## config.mk

```make
export PLATFORM = sky130hd
export DESIGN_NAME = rfts_sorter
export DESIGN_NICKNAME = d
export VERILOG_FILES = /design/src/rtl/rfts_pkg.sv /design/src/rtl/rfts_sorter.sv
export SDC_FILE = /design/constraint.sdc
export NUM_CORES = 1
export LEC_CHECK = 0
export BUFFER_PORTS_ARGS = -buffer_cell sky130_fd_sc_hd__buf_2
export CORE_ASPECT_RATIO = 1.5
export CORE_MARGIN = 3
export CORE_UTILIZATION = 52
export CTS_CLUSTER_DIAMETER = 150
export DETAILED_ROUTE_END_ITERATION = 10
export PLACE_DENSITY = 0.88
export SETUP_SLACK_MARGIN = 0.2
export SYNTH_ARGS = -nofsm -noshare
export SYNTH_HDL_FRONTEND = slang
export SYNTH_SLANG_ARGS = --single-unit
```

## constraint.sdc

```tcl
create_clock -name i_clk -period 4.9 [get_ports i_clk]
set_input_delay 0.98 -clock i_clk [delete_from_list [all_inputs] [get_ports i_clk]]
set_output_delay 0.98 -clock i_clk [all_outputs]
set_load 0.02 [all_outputs]
```

## src/rtl/rfts_pkg.sv

```systemverilog
// Shared types and constants for the ring queue with time sort.
// No dependencies; the sorter, the core and both test files import this package.
`default_nettype none

package rfts_pkg;

    // Default ring depth; one slot always stays free.
    localparam int RFTS_SLOTS = 64;

    // Width of the occupancy field on the result channel.
    localparam int OCC_W = 6;

    // Action codes.
    localparam logic [1:0] ACT_STORE = 2'd0;
    localparam logic [1:0] ACT_TAKE  = 2'd1;
    localparam logic [1:0] ACT_SORT  = 2'd2;

    // Status codes.
    localparam logic [1:0] STAT_DONE  = 2'd0;
    localparam logic [1:0] STAT_FULL  = 2'd1;
    localparam logic [1:0] STAT_EMPTY = 2'd2;

    // One queue entry; the low 17 bits form the time key.
    typedef struct packed {
        logic [15:0] message_ref;
        logic [7:0]  sender_id;
        logic [7:0]  color_code;
        logic [4:0]  hours;
        logic [5:0]  minutes;
        logic [5:0]  seconds;
    } t_entry;

    localparam int KEY_W = 17;

    // One result transfer.
    typedef struct packed {
        logic [1:0]       status;
        t_entry           entry;
        logic [OCC_W-1:0] occupancy;
    } t_result;

    // Memory write strobes driven by the sort sequencer.
    typedef struct packed {
        logic store_we;
        logic scratch_we;
    } t_sort_we;

    typedef enum logic [1:0] {
        TOP_IDLE,
        TOP_TAKE,
        TOP_SORT
    } t_top_state;

    typedef enum logic [2:0] {
        SRT_IDLE,
        SRT_SETUP,
        SRT_FETCH,
        SRT_MERGE,
        SRT_COPY_RD,
        SRT_COPY_WR,
        SRT_NEXT
    } t_sort_state;

endpackage

`default_nettype wire

```

## src/rtl/rfts_sorter.sv

```systemverilog
// Bottom-up merge sort sequencer over the ring memory and the scratch memory.
// Depends on rfts_pkg; the memories themselves live in the top level.
`default_nettype none

module rfts_sorter #(
    parameter int RING_SLOTS = rfts_pkg::RFTS_SLOTS
) (
    input  wire logic                             i_clk,
    input  wire logic                             i_rst_n,
    input  wire logic                             i_start,
    input  wire logic [$clog2(RING_SLOTS)-1:0]    i_count,
    input  wire logic [$clog2(RING_SLOTS)-1:0]    i_head,
    input  wire rfts_pkg::t_entry                 i_st_rd_a,
    input  wire rfts_pkg::t_entry                 i_st_rd_b,
    input  wire rfts_pkg::t_entry                 i_sc_rd,
    output logic [$clog2(RING_SLOTS)-1:0]         o_st_ra,
    output logic [$clog2(RING_SLOTS)-1:0]         o_st_rb,
    output logic [$clog2(RING_SLOTS)-1:0]         o_st_wa,
    output rfts_pkg::t_entry                      o_st_wd,
    output logic [$clog2(RING_SLOTS)-1:0]         o_sc_ra,
    output logic [$clog2(RING_SLOTS)-1:0]         o_sc_wa,
    output rfts_pkg::t_entry                      o_sc_wd,
    output rfts_pkg::t_sort_we                    o_we,
    output logic                                  o_done
);
    import rfts_pkg::*;

    localparam int ADDR_W = $clog2(RING_SLOTS);
    // Positions, run bounds and widths stay below four times the depth.
    localparam int POS_W  = ADDR_W + 2;
    localparam logic [POS_W-1:0] SLOTS_P = POS_W'(RING_SLOTS);

    t_sort_state r_state, n_state;
    logic [POS_W-1:0]  r_n, n_n;
    logic [POS_W-1:0]  r_width, n_width;
    logic [POS_W-1:0]  r_lo, n_lo;
    logic [POS_W-1:0]  r_mid, n_mid;
    logic [POS_W-1:0]  r_hi, n_hi;
    logic [POS_W-1:0]  r_i, n_i;
    logic [POS_W-1:0]  r_j, n_j;
    logic [POS_W-1:0]  r_k, n_k;
    logic [ADDR_W-1:0] r_head, n_head;

    logic [POS_W-1:0]  lo_end;
    logic [POS_W-1:0]  lo_next;
    logic [POS_W-1:0]  width_dbl;
    logic              a_live;
    logic              b_live;
    logic              take_a;

    // Logical position to ring slot: one compare and subtract.
    function automatic logic [ADDR_W-1:0] slot_of(input logic [ADDR_W-1:0] head,
                                                  input logic [POS_W-1:0]  pos);
        logic [POS_W-1:0] sum;
        sum = POS_W'(head) + pos;
        if (sum >= SLOTS_P) begin
            sum = sum - SLOTS_P;
        end
        return sum[ADDR_W-1:0];
    endfunction

    function automatic logic [KEY_W-1:0] time_key(input t_entry e);
        return {e.hours, e.minutes, e.seconds};
    endfunction

    // Memory addresses follow the run cursors.
    assign o_st_ra = slot_of(r_head, r_i);
    assign o_st_rb = slot_of(r_head, r_j);
    assign o_st_wa = slot_of(r_head, r_k);
    assign o_sc_ra = r_k[ADDR_W-1:0];
    assign o_sc_wa = r_k[ADDR_W-1:0];
    assign o_st_wd = i_sc_rd;

    assign width_dbl = r_width << 1;
    assign lo_end    = r_lo + width_dbl;
    assign lo_next   = lo_end + r_width;
    assign a_live    = (r_i < r_mid);
    assign b_live    = (r_j < r_hi);
    // On equal keys the right run goes first.
    assign take_a    = a_live && (!b_live || (time_key(i_st_rd_a) < time_key(i_st_rd_b)));
    assign o_sc_wd   = take_a ? i_st_rd_a : i_st_rd_b;

    // State register
    always_ff @(posedge i_clk) begin
        if (!i_rst_n) begin
            r_state <= SRT_IDLE;
        end else begin
            r_state <= n_state;
        end
    end

    // Cursor registers
    always_ff @(posedge i_clk) begin
        r_n     <= n_n;
        r_width <= n_width;
        r_lo    <= n_lo;
        r_mid   <= n_mid;
        r_hi    <= n_hi;
        r_i     <= n_i;
        r_j     <= n_j;
        r_k     <= n_k;
        r_head  <= n_head;
    end

    // Next state and memory strobes
    always_comb begin
        n_state        = r_state;
        n_n            = r_n;
        n_width        = r_width;
        n_lo           = r_lo;
        n_mid          = r_mid;
        n_hi           = r_hi;
        n_i            = r_i;
        n_j            = r_j;
        n_k            = r_k;
        n_head         = r_head;
        o_we.store_we   = 1'b0;
        o_we.scratch_we = 1'b0;
        o_done         = 1'b0;

        unique case (r_state)
            SRT_IDLE: begin
                if (i_start) begin
                    n_n     = POS_W'(i_count);
                    n_head  = i_head;
                    n_width = POS_W'(1);
                    n_lo    = '0;
                    n_state = SRT_SETUP;
                end
            end
            SRT_SETUP: begin
                n_mid   = r_lo + r_width;
                n_hi    = (lo_end > r_n) ? r_n : lo_end;
                n_i     = r_lo;
                n_j     = r_lo + r_width;
                n_k     = r_lo;
                n_state = SRT_FETCH;
            end
            SRT_FETCH: begin
                // both runs drained: copy the merged run back
                if (!a_live && !b_live) begin
                    n_k     = r_lo;
                    n_state = SRT_COPY_RD;
                end else begin
                    n_state = SRT_MERGE;
                end
            end
            SRT_MERGE: begin
                o_we.scratch_we = 1'b1;
                n_k = r_k + POS_W'(1);
                if (take_a) begin
                    n_i = r_i + POS_W'(1);
                end else begin
                    n_j = r_j + POS_W'(1);
                end
                n_state = SRT_FETCH;
            end
            SRT_COPY_RD: begin
                n_state = SRT_COPY_WR;
            end
            SRT_COPY_WR: begin
                o_we.store_we = 1'b1;
                n_k = r_k + POS_W'(1);
                if (r_k + POS_W'(1) == r_hi) begin
                    n_state = SRT_NEXT;
                end else begin
                    n_state = SRT_COPY_RD;
                end
            end
            SRT_NEXT: begin
                if (lo_next < r_n) begin
                    n_lo    = lo_end;
                    n_state = SRT_SETUP;
                end else if (width_dbl < r_n) begin
                    n_width = width_dbl;
                    n_lo    = '0;
                    n_state = SRT_SETUP;
                end else begin
                    o_done  = 1'b1;
                    n_state = SRT_IDLE;
                end
            end
            default: begin
                n_state = SRT_IDLE;
            end
        endcase
    end

endmodule

`default_nettype wire

```

==> summary.json, run 1 <==
{
  "critical_path_peak_fanout": 5,
  "layout.cell_area.non_filler_um2": 9210,
  "timing.critical_path.cells": "ha_4 -> fa_2 -> ha_4 -> a21o_1 -> a21oi_2 -> xnor2_1 -> ha_1 -> a21oi_2 -> o21ai_2 -> a221oi_2 -> nand3_1 -> and2_4 -> buf_4",
  "die-width_um": 107,
  "share_of_cells_above_drive_strength_1_pct": 26.7,
  "ff2ff_path_depth": 13,
  "clock_insertion_delay_at_the_later_pin_of_the_skew_report_ns": 0.34,
  "max_freq_mhz": 218,
  "path_depth": 13,
  "detailed_route_via_count": 7654,
  "route.detailed.drc": 0,
  "tritoncts_clock_tree": "yes",
  "crit_start": "r_lo[1]",
  "dieArea_um2": 17000,
  "worst_setup_hold_path_clk_slew_ns": 0.06,
  "total_global_routing_track_utilization_pct": 26.5,
  "routed_wire_length_per_instance_um": 19.6,
  "post-route-period-util_pct": 93.8,
  "top_level_ports": 293,
  "final_sum_of_negative_setup_slack_ns": 0,
  "avgSynthCellArea_um2": 8.83,
  "critical_path.max_stage_delay_ns": 0.65,
  "synth_edf_count": 67,
  "overflow": 0,
  "post_synth_instance_area_um2": 8030,
  "port_buffers": 194,
  "finalSetupViolations": 0,
  "h-tree-depth": 3,
  "crit_slowest_cell": "fa_2",
  "total_power_mw": 4.66,
  "die_h_um": 158,
  "nNetsFinal": 1271,
  "rsz0062_at_grt": "false",
  "maximum_number_of_pins_on_one_net_before_global_route_repair": 50,
  "ys_dominant_reg_cell": "edfxtp_1",
  "ir_drop_mv": 0.247,
  "drtPass1Iterations": 5,
  "crit_arrival_ns": 3.62,
  "num_rows": 55,
  "worst_setup_path_endpoint": "o_done",
  "postSynthCellCount": 910,
  "worstSetupEndpointType": "output port",
  "place.detailed.hpwl_um": 17800,
  "holdCritStartpoint": "r_n[1]",
  "final_hold_viol_count": 0,
  "grt_first_pass_wirelength_um": 36000,
  "skew_ns": 0.00672,
  "synth-warning-count": 0,
  "place.gp.congestion": 0.935,
  "cts_buffers": 9,
  "floorplan.initialDensity_pct": 53.1,
  "synth.lib_cells_used.distinct": 60,
  "clock_tree.root_cell": "clkbuf_16",
  "reg2reg_from": "r_lo[1]",
  "antenna_found_initial": 4,
  "final.min_clock_period_ns": 4.60,
  "cap_violations": 0,
  "cts.sink_count": 70,
  "critPathBufInv": 1,
  "ant_nets": 0,
  "timing_max_transition_violations_final": 0,
  "core_region_area_um2": 15100,
  "vias_in_the_first_global_route": 7136,
  "yosys_register_bits": 70,
  "outcome": "finished, final reports clean",
  "required_ns": 3.92,
  "criticalPathCategory": "flip-flop to output port",
  "startpoint_class_of_the_critical_path": "flip-flop",
  "worst-slew-pin-transition_ns": 1.00,
  "seq_area_frac_synth_pct": 25.8,
  "ctsLongestPathBuffers": 2,
  "timing.max_slew.rel_slack_pct": 32.8,
  "vias_per_cell": 6.22,
  "reg2reg_to": "r_lo[3]",
  "critPathTopFamily": "adder cells",
  "area_growth_syn_to_layout_pct": 14.7,
  "power_density_nw_per_um2": 506,
  "power.leakage_nw": 4.23,
  "min-delay-path-class": "flip-flop to flip-flop",
  "reg2reg_slack_ns": 0.78,
  "synth-async-reset-ratio_pct": 0,
  "initialDrtViolationCount": 860,
  "drt-total-wl_um": 24100,
  "layout.cells.most_common": "buf_2",
  "mostFrequentLayoutCells": "buf_2 (193), ha_1 (79), nand3_1 (75)",
  "dpl-instance-area_um2": 8770
}
## where the power goes
part	total, mW	internal [mW]	switching (mW)
Sequential	0.958	0.818	0.140
Combinational	3.05	1.17	1.87
Clock	0.656	0.396	0.260
Total	4.66	2.39	2.27
## logic make-up after synthesis
logic type / share of synthesized area (%)
AO/OA/AOI/OAI: 13.7
XOR/XNOR: 5.65
adder cells (fa/ha/maj): 14.1
buffers and inverters: 12.0
flip-flops: 25.8
multiplexers: 7.09
other: 0.0467
AND/OR/NAND/NOR: 21.6
## how the worst min path moves through the flow
stage / to / slack, ns / depth (start not counted)
after floorplan: r_mid[0] / 0.51 / 0
after global placement: r_mid[0] / 0.55 / 0
after detailed placement: r_mid[0] / 0.60 / 0
after CTS: r_mid[0] / 0.61 / 1
after global routing: r_hi[5] / 0.64 / 1
final: r_hi[1] / 0.63 / 1
## state kept, by name (all words and copies together) (netlist names)
name	flops
r_n	6
r_k	8
r_j	8
r_lo	7
r_width	8
r_head	6
r_i	8
r_mid	8
r_state	3
r_hi	8
## cell usage after synthesis, types with 21 or more instances
cell type / n / area [um2]
o211ai_1: 49 / 368
xnor2_1: 30 / 263
buf_4: 61 / 458
nor2_1: 24 / 90.1
ha_1: 81 / 1010
mux2i_1: 49 / 490
nand4_1: 54 / 338
nand3_1: 75 / 375
nor3b_1: 51 / 383
inv_1: 65 / 244
a21oi_1: 38 / 190
o21ai_0: 21 / 105
nand2_1: 31 / 116
edfxtp_1: 67 / 2010
clkbuf_1: 35 / 131
## metrics by stage
stage                     util [%]  std cells  hold slack, ns  worst slack, ns
after floorplan                  -        911           0.508            0.838
after global placement        58.0       1204           0.555            0.471
after detailed placement      58.0       1204           0.597            0.353
after CTS                     60.1       1221           0.606            0.216
after global routing          60.8       1229           0.642            0.145
final                         60.9       1231           0.629            0.305
## per-layer routing
metal,GRT usage [%],wire length [um],vias up
met2,44.1,12000,401
met3,4.28,1670,121
met5,0,0,-
met1,31.2,8890,3602
li1,-,-,3530
met4,18.0,1550,0
## final cells by class
| type | count | area [um2] |
|---|---|---|
| fillers | 1289 | 5930 |
| multi-input cells | 659 | 5140 |
| flip-flops and latches | 70 | 2070 |
| repair buffers | 217 | 1200 |
| inverters | 65 | 244 |
| diodes | 5 | 12.5 |
| clock inverters | 7 | 72.6 |
| well taps | 199 | 249 |
| clock buffers | 9 | 225 |
## timing repair
| action | 4_1_cts | 5_1_grt |
|---|---|---|
| buffers inserted | 1 | 5 |
| endpoints found under the setup margin | 1 | 1 |
| hold buffers | 0 | 0 |
| gates resized for setup | 4 | 13 |
| pin swaps | 0 | 10 |
## worst register-to-register path, delay by kind of cell, from the launching register on
family | cells | cell delay (ns)
XOR/XNOR | 1 | 0.09
AND/OR/NAND/NOR | 1 | 0.16
adder cells (fa/ha/maj) | 4 | 1.42
flip-flops | 1 | 0.47
buffers and inverters | 1 | 0.16
AO/OA/AOI/OAI | 6 | 1.46
Power figures use the tool's default switching activity.
==> run 2, diff against run 1 <==
--- a/config.mk
+++ b/config.mk
@@ -11,7 +11,7 @@
 export CORE_UTILIZATION = 52
 export CTS_CLUSTER_DIAMETER = 150
 export DETAILED_ROUTE_END_ITERATION = 10
-export PLACE_DENSITY = 0.88
+export PLACE_DENSITY = 0.83
 export SETUP_SLACK_MARGIN = 0.2
 export SYNTH_ARGS = -nofsm -noshare
 export SYNTH_HDL_FRONTEND = slang
==> constraint.sdc (replaced) <==
create_clock -name i_clk -period 4.9 [get_ports i_clk]
set_input_delay 0.98 -clock i_clk [delete_from_list [all_inputs] [get_ports i_clk]]
set_output_delay 0.98 -clock i_clk [all_outputs]
set_load 0.005 [all_outputs]
==> run 2 against run 1 <==
Compared with the run above: sequential cell count stayed put; global-route usage decreased by 0.52 points; non-clock buffer count up 5; cell count hardly changed; die area is the same; clock skew increased by 0.00092 ns; critical path depth is 1 lower; largest cell class unchanged.
==> summary.json, run 2 (synthesis results as in run 1) <==
{
  "rsz0062_at_grt": "false",
  "nNetsFinal": {"value": 1276, "change": "+0.39%"},
  "share_of_cells_above_drive_strength_1": {"value": 26.8, "unit": "%", "change": "+0.16 points"},
  "worstSetupEndpointType": "output port",
  "final_cell_count_no_fill": {"value": 1232, "change": "+0.081%"},
  "clock_tree.root_cell": "clkbuf_16",
  "n_fill_cell": {"value": 1309, "change": "+1.6%"},
  "cap_violations": {"value": 0, "change": "unchanged"},
  "port_buffers": {"value": 194, "change": "unchanged"},
  "timing_max_transition_violations_final": {"value": 0, "change": "unchanged"},
  "route.detailed.drc": {"value": 0, "change": "unchanged"},
  "crit_slowest_cell": "fa_2",
  "final_sum_of_negative_setup_slack": {"value": 0, "unit": "ns", "change": "unchanged"},
  "place.detailed.hpwl": {"value": 17400, "unit": "um", "change": "-2.1%"},
  "ir_drop": {"value": 0.244, "unit": "mV", "change": "-1.1%"},
  "ctsLongestPathBuffers": {"value": 2, "change": "unchanged"},
  "crit_arrival": {"value": 3.62, "unit": "ns", "change": "about the same"},
  "required": {"value": 3.92, "unit": "ns", "change": "about the same"},
  "reg2reg_from": "r_lo[3]",
  "final.min_clock_period": {"value": 4.60, "unit": "ns", "change": "+0.00937 ns"},
  "h-tree-depth": {"value": 3, "change": "unchanged"},
  "vias_per_cell": {"value": 6.09, "change": "-2.1%"},
  "critPathBufInv": {"value": 2, "change": "+1"},
  "critPathTopFamily": "adder cells",
  "startpoint_class_of_the_critical_path": "flip-flop",
  "crit_start": "r_width[0]",
  "drtPass1Iterations": {"value": 5, "change": "unchanged"},
  "cts.sink_count": {"value": 70, "change": "unchanged"},
  "initialDrtViolationCount": {"value": 692, "change": "-20%"},
  "cts_buffers": {"value": 9, "change": "unchanged"},
  "criticalPathCategory": "flip-flop to output port",
  "max_freq": {"value": 217, "unit": "MHz", "change": "-0.20%"},
  "clock_insertion_delay_at_the_later_pin_of_the_skew_report": {"value": 0.34, "unit": "ns", "change": "about the same"},
  "timing.critical_path.cells": "ha_2 -> fa_2 -> buf_4 -> fa_1 -> ha_1 -> a21o_1 -> a31oi_1 -> o21ai_1 -> a221oi_2 -> nand3_1 -> and2_1 -> buf_2",
  "final-seq-area": {"value": 2070, "unit": "um2", "change": "unchanged"},
  "critical_path.max_stage_delay": {"value": 0.56, "unit": "ns", "change": "-0.09 ns"},
  "antenna_found_initial": {"value": 2, "change": "-2"},
  "dpl-instance-area": {"value": 8740, "unit": "um2", "change": "-0.37%"},
  "dieArea": {"value": 17000, "unit": "um2", "change": "unchanged"},
  "min-delay-path-class": "flip-flop to flip-flop",
  "die_h": {"value": 158, "unit": "um", "change": "unchanged"},
  "timing.max_slew.rel_slack": {"value": 48.9, "unit": "%", "change": "+16 points"},
  "critical_path_peak_fanout": {"value": 4, "change": "-1"},
  "layout.cells.most_common": "buf_2",
  "mostFrequentLayoutCells": "buf_2 (194), ha_1 (78), nand3_1 (75)",
  "grt_first_pass_wirelength": {"value": 35400, "unit": "um", "change": "-1.6%"},
  "layout.cell_area.non_filler": {"value": 9210, "unit": "um2", "change": "about the same"},
  "finalSetupViolations": {"value": 0, "change": "unchanged"},
  "worst_hold_slack_across_all_endpoints": {"value": 0.617, "unit": "ns", "change": "-0.0115 ns"},
  "maximum_number_of_pins_on_one_net_before_global_route_repair": {"value": 74, "change": "+48%"},
  "outcome": "finished, final reports clean",
  "multi_input_area": {"value": 5140, "unit": "um2", "change": "about the same"},
  "power.leakage": {"value": 4.24, "unit": "nW", "change": "+0.22%"},
  "skew": {"value": 0.00764, "unit": "ns", "change": "+0.000923 ns"},
  "holdCritStartpoint": "r_n[2]",
  "drt-total-wl": {"value": 23600, "unit": "um", "change": "-1.8%"},
  "vias_in_the_first_global_route": {"value": 6952, "change": "-2.6%"},
  "post-route-period-util": {"value": 94.0, "unit": "%", "change": "+0.19 points"},
  "overflow": {"value": 0, "change": "unchanged"},
  "floorplan.initialDensity": {"value": 53.1, "unit": "%", "change": "unchanged"},
  "worst-slew-pin-transition": {"value": 0.763, "unit": "ns", "change": "-0.241 ns"},
  "num_rows": {"value": 55, "change": "unchanged"},
  "placedCellCount": {"value": 1203, "change": "-0.083%"},
  "total_global_routing_track_utilization": {"value": 26.0, "unit": "%", "change": "-0.52 points"},
  "ant_nets": {"value": 0, "change": "unchanged"},
  "area_growth_syn_to_layout": {"value": 14.6, "unit": "%", "change": "about the same"},
  "die-width": {"value": 107, "unit": "um", "change": "unchanged"},
  "routed_wire_length_per_instance": {"value": 19.2, "unit": "um", "change": "-1.9%"},
  "power_density": {"value": 460, "unit": "nW/um2", "change": "-9.2%"},
  "worst_setup_hold_path_clk_slew": {"value": 0.06, "unit": "ns", "change": "about the same"},
  "tritoncts_clock_tree": "yes",
  "place.gp.congestion": {"value": 0.918, "change": "-1.8%"},
  "top_level_ports": {"value": 293, "change": "unchanged"},
  "detailed_route_via_count": {"value": 7499, "change": "-2.0%"},
  "final_hold_viol_count": {"value": 0, "change": "unchanged"},
  "core_region_area": {"value": 15100, "unit": "um2", "change": "unchanged"}
}
run 2: cell count changes in the layout (fill, tap and decap cells not counted), moves of 2 or more:
cell     before  now
buf_4        20   26
ha_2          0    2
inv_6         2    0
diode_2       5    1
buf_12        4    2
run 2: timing repair:
action / CTS / global route
hold buffers: 0 / 0
resized for setup: 4 / 11
pin swaps: 0 / 4
buffers inserted: 0 / 12
cloned: 0 / 0
endpoints found under the setup margin: 1 / 1
run 2: worst register-to-register path: cells and delay by family (launching register included):
| kind | cells | cell delay (ns) |
|---|---|---|
| adders and majority gates | 2 | 0.87 |
| DFF | 1 | 0.49 |
| AOI/OAI and AO/OA | 3 | 0.63 |
| and+or+nand+nor | 6 | 1.73 |
run 2: per-layer routing:
metal	part of all wire, %	vias up	GRT usage (%)	wire length [um]
met5	0.030	-	0	7
met4	4.4	2	12.6	1030
met3	8.4	86	5.59	1980
met2	49	353	42.3	11500
met1	39	3523	32.6	9150
li1	-	3535	-	-
run 2: per-stage QoR:
| stage | setup slack [ns] | util (%) | total power, mW |
|---|---|---|---|
| finish | 0.295 | 60.8 | 4.23 |
| global route | 0.145 | 60.8 | 4.56 |
| CTS | 0.217 | 59.8 | 4.14 |
| detailed placement | 0.474 | 57.7 | 3.46 |
| global placement | 0.523 | 57.7 | 3.41 |
| floorplan | 0.896 | - | 2.71 |
run 2: final timing paths:
kind	end	slack, ns	cells after the start
worst min register to register	r_hi[2]	0.62	1
worst max-delay path	o_done	0.30	12
worst min-delay path	r_hi[2]	0.62	1
worst max register to register	r_width[2]	0.80	11
run 2: area by class of cell:
type / instances / area share, %
Sequential cell: 70 / 22.5
Clock inverter: 6 / 0.679
Multi-Input combinational cell: 659 / 55.8
Timing Repair Buffer: 222 / 13.1
Tap cell: 199 / 2.70
Inverter: 65 / 2.65
Antenna cell: 1 / 0.0272
Clock buffer: 10 / 2.49
run 2: where the power goes:
group	switching, mW	internal (mW)	leakage, nW	total, mW
Clock	0.260	0.392	0.136	0.652
Sequential	0.138	0.818	0.653	0.956
Combinational	1.47	1.15	3.46	2.62
